$ cat config.mk
export PLATFORM = sky130hd
export DESIGN_NAME = drive_command_byte_parser_core
export DESIGN_NICKNAME = d
export VERILOG_FILES = /design/src/rtl/dcbp_pkg.sv /design/src/rtl/dcbp_front.sv /design/src/rtl/dcbp_queue.sv /design/src/rtl/dcbp_back.sv /design/src/rtl/drive_command_byte_parser_core.sv
export SDC_FILE = /design/constraint.sdc
export NUM_CORES = 1
export LEC_CHECK = 0
export BUFFER_PORTS_ARGS = -buffer_cell sky130_fd_sc_hd__clkbuf_2
export CORE_MARGIN = 4
export CORE_UTILIZATION = 55
export CTS_CLUSTER_SIZE = 25
export DETAILED_ROUTE_END_ITERATION = 16
export MAX_ROUTING_LAYER = met4
export PLACE_DENSITY_LB_ADDON = 0.05
export SLEW_MARGIN = 20
export SYNTH_ARGS = -nofsm -noshare
export SYNTH_HDL_FRONTEND = slang
export SYNTH_SLANG_ARGS = --single-unit
$ cat constraint.sdc
create_clock -name aclk -period 5.7 [get_ports aclk]
set_input_delay 1.14 -clock aclk [delete_from_list [all_inputs] [get_ports aclk]]
set_output_delay 1.14 -clock aclk [all_outputs]
set_load 0.02 [all_outputs]
$ cat src/rtl/dcbp_pkg.sv
package dcbp_pkg;

    // Width of the speed number and its saturation limit
    localparam int SPEED_WIDTH = 16;
    localparam logic [SPEED_WIDTH-1:0] SPEED_MAX = {SPEED_WIDTH{1'b1}};

    // Stream word widths, fields packed from bit 0 and padded to bytes
    localparam int BYTE_W     = 8;
    localparam int TAG_W      = 4;
    localparam int CODE_W     = 4;
    localparam int STATUS_W   = 2;
    localparam int IN_BITS    = BYTE_W + TAG_W;
    localparam int S_TDATA_W  = ((IN_BITS + 7) / 8) * 8;
    localparam int OUT_BITS   = CODE_W + SPEED_WIDTH + TAG_W + STATUS_W;
    localparam int M_TDATA_W  = ((OUT_BITS + 7) / 8) * 8;

    // Queue between decoder and result sequencer
    localparam int QUEUE_DEPTH = 4;
    localparam int QUEUE_PTR_W = $clog2(QUEUE_DEPTH);
    localparam int QUEUE_CNT_W = $clog2(QUEUE_DEPTH + 1);

    typedef enum logic [CODE_W-1:0] {
        CMD_FWD   = 4'd0,
        CMD_BACK  = 4'd1,
        CMD_LEFT  = 4'd2,
        CMD_RIGHT = 4'd3,
        CMD_STOP  = 4'd4,
        CMD_SPEED = 4'd5,
        CMD_SONAR = 4'd6,
        CMD_TELEM = 4'd7,
        CMD_END   = 4'd8
    } cmd_code_t;

    typedef enum logic [STATUS_W-1:0] {
        END_NORMAL = 2'd0,
        END_HANGUP = 2'd1,
        END_QUIT   = 2'd2
    } end_status_t;

    // All results caused by one byte, in emission order: speed, command, chunk end
    typedef struct packed {
        logic                   speed_vld;
        logic [SPEED_WIDTH-1:0] speed_val;
        logic                   cmd_vld;
        cmd_code_t              cmd;
        logic [TAG_W-1:0]       tag;
        logic                   end_vld;
        end_status_t            status;
    } entry_t;

endpackage

$ cat src/rtl/dcbp_front.sv
module dcbp_front (
    input  logic                           aclk,
    input  logic                           aresetn,
    input  logic                           s_tvalid,
    output logic                           s_tready,
    input  logic [dcbp_pkg::S_TDATA_W-1:0] s_tdata,  // [7:0] byte_value, [11:8] client_tag
    input  logic                           s_tlast,
    input  logic                           full_i,
    output logic                           push_o,
    output dcbp_pkg::entry_t               entry_o
);
    import dcbp_pkg::*;

    localparam int ACC_W = SPEED_WIDTH + 4;

    localparam logic [7:0] CH_SPACE = 8'h20;
    localparam logic [7:0] CH_ZERO  = 8'h30;
    localparam logic [7:0] CH_NINE  = 8'h39;
    localparam logic [7:0] CH_UA    = 8'h41;
    localparam logic [7:0] CH_UZ    = 8'h5a;
    localparam logic [7:0] CH_LA    = 8'h61;
    localparam logic [7:0] CH_LZ    = 8'h7a;
    localparam logic [7:0] CH_B     = 8'h62;
    localparam logic [7:0] CH_D     = 8'h64;
    localparam logic [7:0] CH_F     = 8'h66;
    localparam logic [7:0] CH_L     = 8'h6c;
    localparam logic [7:0] CH_P     = 8'h70;
    localparam logic [7:0] CH_Q     = 8'h71;
    localparam logic [7:0] CH_R     = 8'h72;
    localparam logic [7:0] CH_S     = 8'h73;
    localparam logic [7:0] CH_T     = 8'h74;
    localparam logic [7:0] CH_W     = 8'h77;
    localparam logic [7:0] CH_X     = 8'h78;
    localparam logic [7:0] CH_Y     = 8'h79;
    localparam logic [7:0] CH_Z     = 8'h7a;

    logic                   fb_en_reg,      fb_en_next;
    logic                   turn_en_reg,    turn_en_next;
    logic                   in_num_reg,     in_num_next;
    logic                   digit_seen_reg, digit_seen_next;
    logic [SPEED_WIDTH-1:0] accum_reg,      accum_next;
    end_status_t            halted_reg,     halted_next;

    logic [BYTE_W-1:0] byte_val;
    logic [TAG_W-1:0]  tag_val;
    logic [7:0]        lc;
    logic              is_digit;
    logic              is_letter;
    logic              accept;
    logic [ACC_W-1:0]  acc_ext;
    logic [ACC_W-1:0]  times_ten;
    logic [SPEED_WIDTH-1:0] acc_sat;
    entry_t            ent;

    assign byte_val  = s_tdata[BYTE_W-1:0];
    assign tag_val   = s_tdata[BYTE_W +: TAG_W];
    assign lc        = byte_val | CH_SPACE;
    assign is_digit  = (byte_val >= CH_ZERO) && (byte_val <= CH_NINE);
    assign is_letter = ((byte_val >= CH_UA) && (byte_val <= CH_UZ)) ||
                       ((byte_val >= CH_LA) && (byte_val <= CH_LZ));
    assign s_tready  = !full_i;
    assign accept    = s_tvalid && s_tready;

    // Multiply by ten, add the digit, saturate
    assign acc_ext   = {{(ACC_W-SPEED_WIDTH){1'b0}}, accum_reg};
    assign times_ten = (acc_ext << 3) + (acc_ext << 1) +
                       {{(ACC_W-4){1'b0}}, byte_val[3:0]};
    assign acc_sat   = (times_ten > {{(ACC_W-SPEED_WIDTH){1'b0}}, SPEED_MAX}) ?
                       SPEED_MAX : times_ten[SPEED_WIDTH-1:0];

    // Decode one byte into its results and the next parser state
    always_comb begin
        logic decode;
        decode          = 1'b1;
        fb_en_next      = fb_en_reg;
        turn_en_next    = turn_en_reg;
        in_num_next     = in_num_reg;
        digit_seen_next = digit_seen_reg;
        accum_next      = accum_reg;
        halted_next     = halted_reg;
        ent             = '0;
        ent.cmd         = CMD_STOP;
        ent.status      = END_NORMAL;

        // Close or extend an open number
        if (halted_reg != END_NORMAL) begin
            decode = 1'b0;
        end else if (in_num_reg) begin
            if (is_digit) begin
                accum_next      = acc_sat;
                digit_seen_next = 1'b1;
                decode          = 1'b0;
                if (s_tlast) begin
                    ent.speed_vld = 1'b1;
                    ent.speed_val = acc_sat;
                    in_num_next   = 1'b0;
                end
            end else begin
                if (digit_seen_reg) begin
                    ent.speed_vld = 1'b1;
                    ent.speed_val = accum_reg;
                end
                in_num_next = 1'b0;
            end
        end

        // Decode the byte's own command
        if (decode) begin
            if (byte_val == CH_SPACE) begin
                ent.cmd_vld = 1'b1;
                ent.cmd     = CMD_STOP;
            end else if (is_letter) begin
                unique case (lc)
                    CH_F: begin
                        ent.cmd_vld = fb_en_reg;
                        ent.cmd     = CMD_FWD;
                    end
                    CH_B: begin
                        ent.cmd_vld = fb_en_reg;
                        ent.cmd     = CMD_BACK;
                    end
                    CH_L: begin
                        ent.cmd_vld = turn_en_reg;
                        ent.cmd     = CMD_LEFT;
                    end
                    CH_R: begin
                        ent.cmd_vld = turn_en_reg;
                        ent.cmd     = CMD_RIGHT;
                    end
                    CH_S: begin
                        if (!s_tlast) begin
                            in_num_next     = 1'b1;
                            digit_seen_next = 1'b0;
                            accum_next      = '0;
                        end
                    end
                    CH_P: begin
                        ent.cmd_vld = 1'b1;
                        ent.cmd     = CMD_SONAR;
                    end
                    CH_T: begin
                        ent.cmd_vld = 1'b1;
                        ent.cmd     = CMD_TELEM;
                        ent.tag     = tag_val;
                    end
                    CH_X: begin
                        ent.cmd_vld = 1'b1;
                        ent.cmd     = CMD_STOP;
                        fb_en_next  = 1'b0;
                    end
                    CH_W: fb_en_next = 1'b1;
                    CH_Z: begin
                        ent.cmd_vld  = 1'b1;
                        ent.cmd      = CMD_STOP;
                        turn_en_next = 1'b0;
                    end
                    CH_Y: turn_en_next = 1'b1;
                    CH_D, CH_Q: begin
                        ent.cmd_vld  = 1'b1;
                        ent.cmd      = CMD_STOP;
                        fb_en_next   = 1'b0;
                        turn_en_next = 1'b0;
                        halted_next  = (lc == CH_D) ? END_HANGUP : END_QUIT;
                    end
                    default: ;
                endcase
            end
        end

        // Mark the chunk end and clear per-chunk state
        if (s_tlast) begin
            ent.end_vld     = 1'b1;
            ent.status      = halted_next;
            halted_next     = END_NORMAL;
            in_num_next     = 1'b0;
            digit_seen_next = 1'b0;
            accum_next      = '0;
        end
    end

    assign entry_o = ent;
    assign push_o  = accept && (ent.speed_vld || ent.cmd_vld || ent.end_vld);

    // Advance parser state on each accepted word
    always_ff @(posedge aclk) begin
        if (!aresetn) begin
            fb_en_reg      <= 1'b0;
            turn_en_reg    <= 1'b0;
            in_num_reg     <= 1'b0;
            digit_seen_reg <= 1'b0;
            accum_reg      <= '0;
            halted_reg     <= END_NORMAL;
        end else if (accept) begin
            fb_en_reg      <= fb_en_next;
            turn_en_reg    <= turn_en_next;
            in_num_reg     <= in_num_next;
            digit_seen_reg <= digit_seen_next;
            accum_reg      <= accum_next;
            halted_reg     <= halted_next;
        end
    end

`ifndef SYNTHESIS
    assert property (@(posedge aclk) disable iff (!aresetn)
        (accept && s_tlast) |=> (halted_reg == END_NORMAL) && !in_num_reg && !digit_seen_reg)
        else $error("chunk end did not clear per-chunk state");

    assert property (@(posedge aclk) disable iff (!aresetn)
        (accept && in_num_reg && is_digit && !s_tlast && (halted_reg == END_NORMAL))
        |-> !push_o)
        else $error("digit inside a number produced a result");
`endif

endmodule

$ cat src/rtl/dcbp_queue.sv
module dcbp_queue (
    input  logic             aclk,
    input  logic             aresetn,
    input  logic             push_i,
    input  dcbp_pkg::entry_t entry_i,
    input  logic             pop_i,
    output dcbp_pkg::entry_t head_o,
    output logic             full_o,
    output logic             empty_o
);
    import dcbp_pkg::*;

    entry_t                 slot_reg [QUEUE_DEPTH];
    logic [QUEUE_PTR_W-1:0] wr_ptr_reg, wr_ptr_next;
    logic [QUEUE_PTR_W-1:0] rd_ptr_reg, rd_ptr_next;
    logic [QUEUE_CNT_W-1:0] count_reg,  count_next;

    assign full_o  = (count_reg == QUEUE_CNT_W'(QUEUE_DEPTH));
    assign empty_o = (count_reg == '0);
    assign head_o  = slot_reg[rd_ptr_reg];

    // Advance pointers and occupancy
    always_comb begin
        wr_ptr_next = wr_ptr_reg;
        rd_ptr_next = rd_ptr_reg;
        count_next  = count_reg;
        if (push_i) begin
            wr_ptr_next = wr_ptr_reg + 1'b1;
        end
        if (pop_i) begin
            rd_ptr_next = rd_ptr_reg + 1'b1;
        end
        if (push_i && !pop_i) begin
            count_next = count_reg + 1'b1;
        end else if (pop_i && !push_i) begin
            count_next = count_reg - 1'b1;
        end
    end

    always_ff @(posedge aclk) begin
        if (!aresetn) begin
            wr_ptr_reg <= '0;
            rd_ptr_reg <= '0;
            count_reg  <= '0;
        end else begin
            wr_ptr_reg <= wr_ptr_next;
            rd_ptr_reg <= rd_ptr_next;
            count_reg  <= count_next;
        end
    end

    // Store the pushed entry
    always_ff @(posedge aclk) begin
        if (push_i) begin
            slot_reg[wr_ptr_reg] <= entry_i;
        end
    end

`ifndef SYNTHESIS
    assert property (@(posedge aclk) disable iff (!aresetn)
        push_i |-> !full_o)
        else $error("push into full queue");

    assert property (@(posedge aclk) disable iff (!aresetn)
        pop_i |-> !empty_o)
        else $error("pop from empty queue");
`endif

endmodule

$ cat src/rtl/dcbp_back.sv
module dcbp_back (
    input  logic                           aclk,
    input  logic                           aresetn,
    input  dcbp_pkg::entry_t               head_i,
    input  logic                           empty_i,
    output logic                           pop_o,
    output logic                           m_tvalid,
    input  logic                           m_tready,
    // [3:0] cmd_code, [19:4] speed_value, [23:20] reply_tag, [25:24] end_status
    output logic [dcbp_pkg::M_TDATA_W-1:0] m_tdata,
    output logic                           m_tlast
);
    import dcbp_pkg::*;

    // Result slots of an entry: bit 0 speed, bit 1 command, bit 2 chunk end
    logic [2:0]             done_reg, done_next;
    logic                   valid_reg, valid_next;
    cmd_code_t              code_reg;
    logic [SPEED_WIDTH-1:0] speed_reg;
    logic [TAG_W-1:0]       tag_reg;
    end_status_t            status_reg;
    logic                   last_reg;

    logic [2:0]             flags;
    logic [2:0]             remain;
    logic [2:0]             sel;
    logic                   load;
    logic                   is_last;
    cmd_code_t              code_d;
    logic [SPEED_WIDTH-1:0] speed_d;
    logic [TAG_W-1:0]       tag_d;
    end_status_t            status_d;

    assign flags   = {head_i.end_vld, head_i.cmd_vld, head_i.speed_vld};
    assign remain  = flags & ~done_reg;
    assign load    = !empty_i && (!valid_reg || m_tready);
    assign is_last = ((remain & ~sel) == '0);
    assign pop_o   = load && is_last;

    // Pick the earliest result still pending in the head entry
    always_comb begin
        sel      = '0;
        code_d   = CMD_END;
        speed_d  = '0;
        tag_d    = '0;
        status_d = END_NORMAL;
        priority if (remain[0]) begin
            sel     = 3'b001;
            code_d  = CMD_SPEED;
            speed_d = head_i.speed_val;
        end else if (remain[1]) begin
            sel    = 3'b010;
            code_d = head_i.cmd;
            tag_d  = head_i.tag;
        end else begin
            sel      = 3'b100;
            code_d   = CMD_END;
            status_d = head_i.status;
        end
    end

    // Track emitted slots and output valid
    always_comb begin
        done_next  = done_reg;
        valid_next = valid_reg;
        if (load) begin
            valid_next = 1'b1;
            done_next  = is_last ? 3'b000 : (done_reg | sel);
        end else if (m_tready) begin
            valid_next = 1'b0;
        end
    end

    always_ff @(posedge aclk) begin
        if (!aresetn) begin
            done_reg  <= '0;
            valid_reg <= 1'b0;
        end else begin
            done_reg  <= done_next;
            valid_reg <= valid_next;
        end
    end

    // Hold the result word until taken
    always_ff @(posedge aclk) begin
        if (load) begin
            code_reg   <= code_d;
            speed_reg  <= speed_d;
            tag_reg    <= tag_d;
            status_reg <= status_d;
            last_reg   <= is_last;
        end
    end

    assign m_tvalid = valid_reg;
    assign m_tlast  = last_reg;
    assign m_tdata  = {{(M_TDATA_W-OUT_BITS){1'b0}}, status_reg, tag_reg, speed_reg, code_reg};

`ifndef SYNTHESIS
    assert property (@(posedge aclk) disable iff (!aresetn)
        !empty_i |-> ((done_reg & ~flags) == 3'b000))
        else $error("emitted slot not present in head entry");
`endif

endmodule

$ cat src/rtl/drive_command_byte_parser_core.sv
// Drive command byte parser.
// Input stream (s_): one received byte per word; s_tdata[7:0] is the byte,
// s_tdata[11:8] the client tag, s_tlast marks the last byte of a chunk.
// Output stream (m_): one result per word; m_tdata carries cmd_code, speed
// value, reply tag and end status, m_tlast marks the final result of a byte.
// A byte gives zero to three results: a closed speed number, its own command
// and, on the last byte of a chunk, a chunk-end marker with its status.
// A byte's results are written into the queue and then loaded into the
// output register. The input takes one byte per cycle while the queue is
// not full; a byte with several results holds the output for one word each,
// and bytes without results produce no output word.
// A four-entry queue sits between the decoder and the output sequencer,
// so the input keeps taking bytes while the output waits; s_tready drops
// only when that queue is full.
// Reset (aresetn low, synchronous) disables both motion axes, clears any
// open number or halted chunk and empties the queue and output register.
module drive_command_byte_parser_core (
    input  logic                           aclk,
    input  logic                           aresetn,
    input  logic                           s_tvalid,
    output logic                           s_tready,
    input  logic [dcbp_pkg::S_TDATA_W-1:0] s_tdata,  // [7:0] byte_value, [11:8] client_tag
    input  logic                           s_tlast,
    output logic                           m_tvalid,
    input  logic                           m_tready,
    // [3:0] cmd_code, [19:4] speed_value, [23:20] reply_tag, [25:24] end_status
    output logic [dcbp_pkg::M_TDATA_W-1:0] m_tdata,
    output logic                           m_tlast
);
    import dcbp_pkg::*;

    logic   push;
    logic   pop;
    logic   full;
    logic   empty;
    entry_t push_entry;
    entry_t head_entry;

    dcbp_front u_front (
        .aclk     (aclk),
        .aresetn  (aresetn),
        .s_tvalid (s_tvalid),
        .s_tready (s_tready),
        .s_tdata  (s_tdata),
        .s_tlast  (s_tlast),
        .full_i   (full),
        .push_o   (push),
        .entry_o  (push_entry)
    );

    dcbp_queue u_queue (
        .aclk    (aclk),
        .aresetn (aresetn),
        .push_i  (push),
        .entry_i (push_entry),
        .pop_i   (pop),
        .head_o  (head_entry),
        .full_o  (full),
        .empty_o (empty)
    );

    dcbp_back u_back (
        .aclk     (aclk),
        .aresetn  (aresetn),
        .head_i   (head_entry),
        .empty_i  (empty),
        .pop_o    (pop),
        .m_tvalid (m_tvalid),
        .m_tready (m_tready),
        .m_tdata  (m_tdata),
        .m_tlast  (m_tlast)
    );

endmodule

==> results.ini <==
[placement]
place_congestion=0.930
dpl_cell_area_um2=8770
dp.cells=833
portBuffers=45
pre_cts_ws_ns=0.817
dpl.hpwl_um=11400

[logic_synthesis]
asyncSetResetFlopFracSynth=0
netlist_area_um2=8390
seq_area_frac_synth=0.581
synthMuxAreaShare=0.0800
post_synth_main_area_contributors=edfxtp_1, dfxtp_1, mux4_2, ha_1, a21oi_1
synth_xor_area_frac=0.0167
ys_types=67
avgSynthCellArea_um2=13.4
synth_edf_count=139
synth_top_cell_by_area=edfxtp_1
synth-simple-area-share=0.0989
synth_compound_area_frac=0.131
synthTopCellsByCount=edfxtp_1, nor2_1, ha_1
synth_top_family_by_area=compound AO/OA/AOI/OAI gates
synth_cells=627
synthFlopType=edfxtp_1
synth_seq_cells=174
yosys_warnings=0
synthMostInstantiatedCell=edfxtp_1
synth_top_cell_area_share=0.498
yosys.area_share.adder=0.0621

[timing]
final_hold_viol_count=0
max_freq_mhz=221
fin_skew_ns=0.00968
whs_ns=0.470
slew_headroom=0.352
timing.final.ws_setup_ns=1.18
worstMarginPinSlew_ns=0.965
timing.setup.tns_ns=0
fin_crit_sh=0.794
finalSetupViolations=0
rsz0062_at_grt=no
slew_violations=0
post-route-min-period_ns=4.52

[clock_tree]
hold_buffers=0
clockBufferDepth=2
insertion_delay_ns=0.42
h-tree-depth=4
clkSinkCount=174
tritoncts=done
clk_pin_slew_ns=0.06
post-cts-setup-buffers=0
cts_resized=0
cts_buffers=17
root_buffer=clkbuf_16

[min_path]
min_from=u_back.done_reg[0]$_SDFFE_PN0P_
hold_path_class=reg2reg

[power]
power_density_nw_per_um2=378
ir_drop_uv=213
leakage_nw=3.53
power_mw=3.54

[setup_path]
startpoint_type=input port
crit_start=s_tdata[3]
end_kind=flop
worst_ep_required_time_ns=5.77
worstSetupPathType=in2reg
cp.arrival_ns=4.59
r2r_start=u_front.accum_reg[0]$_SDFFE_PN0P_
critPathMaxFanout=17

[final_layout]
syn_to_final_growth_pct=11.7
largest_register_ff_count=112
post-route-util=0.635
num-nets-final=729
design_area_um2=9370
finalNonFillerCells=867
drive_gt1_frac=0.195

[global_route]
grt_first_pass_wirelength_um=27900
grtUsageTotal=0.209
grt_pass1_vias=5329
antenna_found_initial=0
grt_max_degree=33
grt-ovfl-total=0

[die]
die_area_um2=17300
start_util=0.568
rows=44
die_h_um=131
die_w_um=131
coreArea_um2=14800
ios=56

[drt]
first_pass_iters=5
drt_iter0_drc=387
avgViaCountPerCell=6.18
post_drt_wl_per_cell_um=19.6
routed_wl_um=17000
ant_nets=0
drc=0
via_count=5357

[run_status]
status=finished, final reports clean

[run]
max_cap_viol_count=0

-- kinds of logic (layout without fill, tap and decap cells) --
logic type,count (synthesis),in the layout
simple gates,150,150
mux,32,32
xor+xnor,16,16
other cells,1,7
fa+ha+maj,40,40
flops,174,174
compound gates,161,161
buf+inv,53,103
-- path summary, 6_finish.rpt --
| kind | end | slack, ns | cells after the start |
|---|---|---|---|
| min reg2reg | u_back.done_reg[0]$_SDFFE_PN0P_ | 0.47 | 2 |
| max | u_queue.slot_reg[3][25]$_DFFE_PP_ | 1.18 | 9 |
| min | u_back.done_reg[0]$_SDFFE_PN0P_ | 0.47 | 2 |
| max reg2reg | u_queue.slot_reg[3][25]$_DFFE_PP_ | 1.80 | 8 |
-- per-layer routing --
| layer | wire length, µm | share of wire | track usage | vias to the layer above |
|---|---|---|---|---|
| met4 | 182 | 0.011 | 0.0607 | 0 |
| met1 | 8190 | 0.48 | 0.292 | 2685 |
| met2 | 7930 | 0.47 | 0.313 | 130 |
| met3 | 674 | 0.040 | 0.0451 | 17 |
| met5 | 0 | 0 | - | - |
| li1 | - | - | - | 2525 |
-- power by group --
group	switching, mW	internal, mW
logic	0.491	0.302
clock network	0.465	0.645
registers	0.0596	1.58
total	1.02	2.52
-- critical path: stages --
cell	delay, ns
clkbuf_2	0.23
fa_1	0.59
fa_1	0.49
a211oi_1	0.34
o211ai_1	0.19
nand4_1	0.16
a22oi_1	0.19
nor4_4	0.84
a31oi_1	0.40
-- area by class of cell --
cell class	instances	area (µm²)
diodes	1	2.50
clock buffers	18	429
clock inverters	14	143
fillers	1105	5380
inverters	12	45.0
multi-input cells	405	3290
flip-flops and latches	174	4880
well taps	184	230
repair buffers	59	350
-- cells in the final DEF, fill, tap and decap left out, types with 3 or more instances in the layout --
cell	synthesis	final
nor3_1	3	3
o211ai_1	18	18
buf_4	6	13
nand2_1	27	27
xor2_1	8	8
mux4_2	28	28
and2_1	10	10
clkbuf_2	0	45
nor2b_1	27	27
o21ai_0	33	33
mux2i_1	4	3
clkbuf_16	0	17
inv_1	12	12
a311oi_1	3	3
conb_1	1	6
fa_1	3	3
a32oi_1	14	14
and3_1	9	9
a211oi_1	5	5
nand2b_1	7	7
dfxtp_1	35	34
edfxtp_1	139	139
o21a_1	4	4
ha_1	36	36
clkinv_2	0	3
inv_6	0	3
a21o_1	5	5
xnor2_1	8	8
clkinv_4	0	3
nor2_1	37	37
a31oi_1	21	21
a21oi_1	34	33
nand3_1	5	5
(Power assumes the default switching activity.)
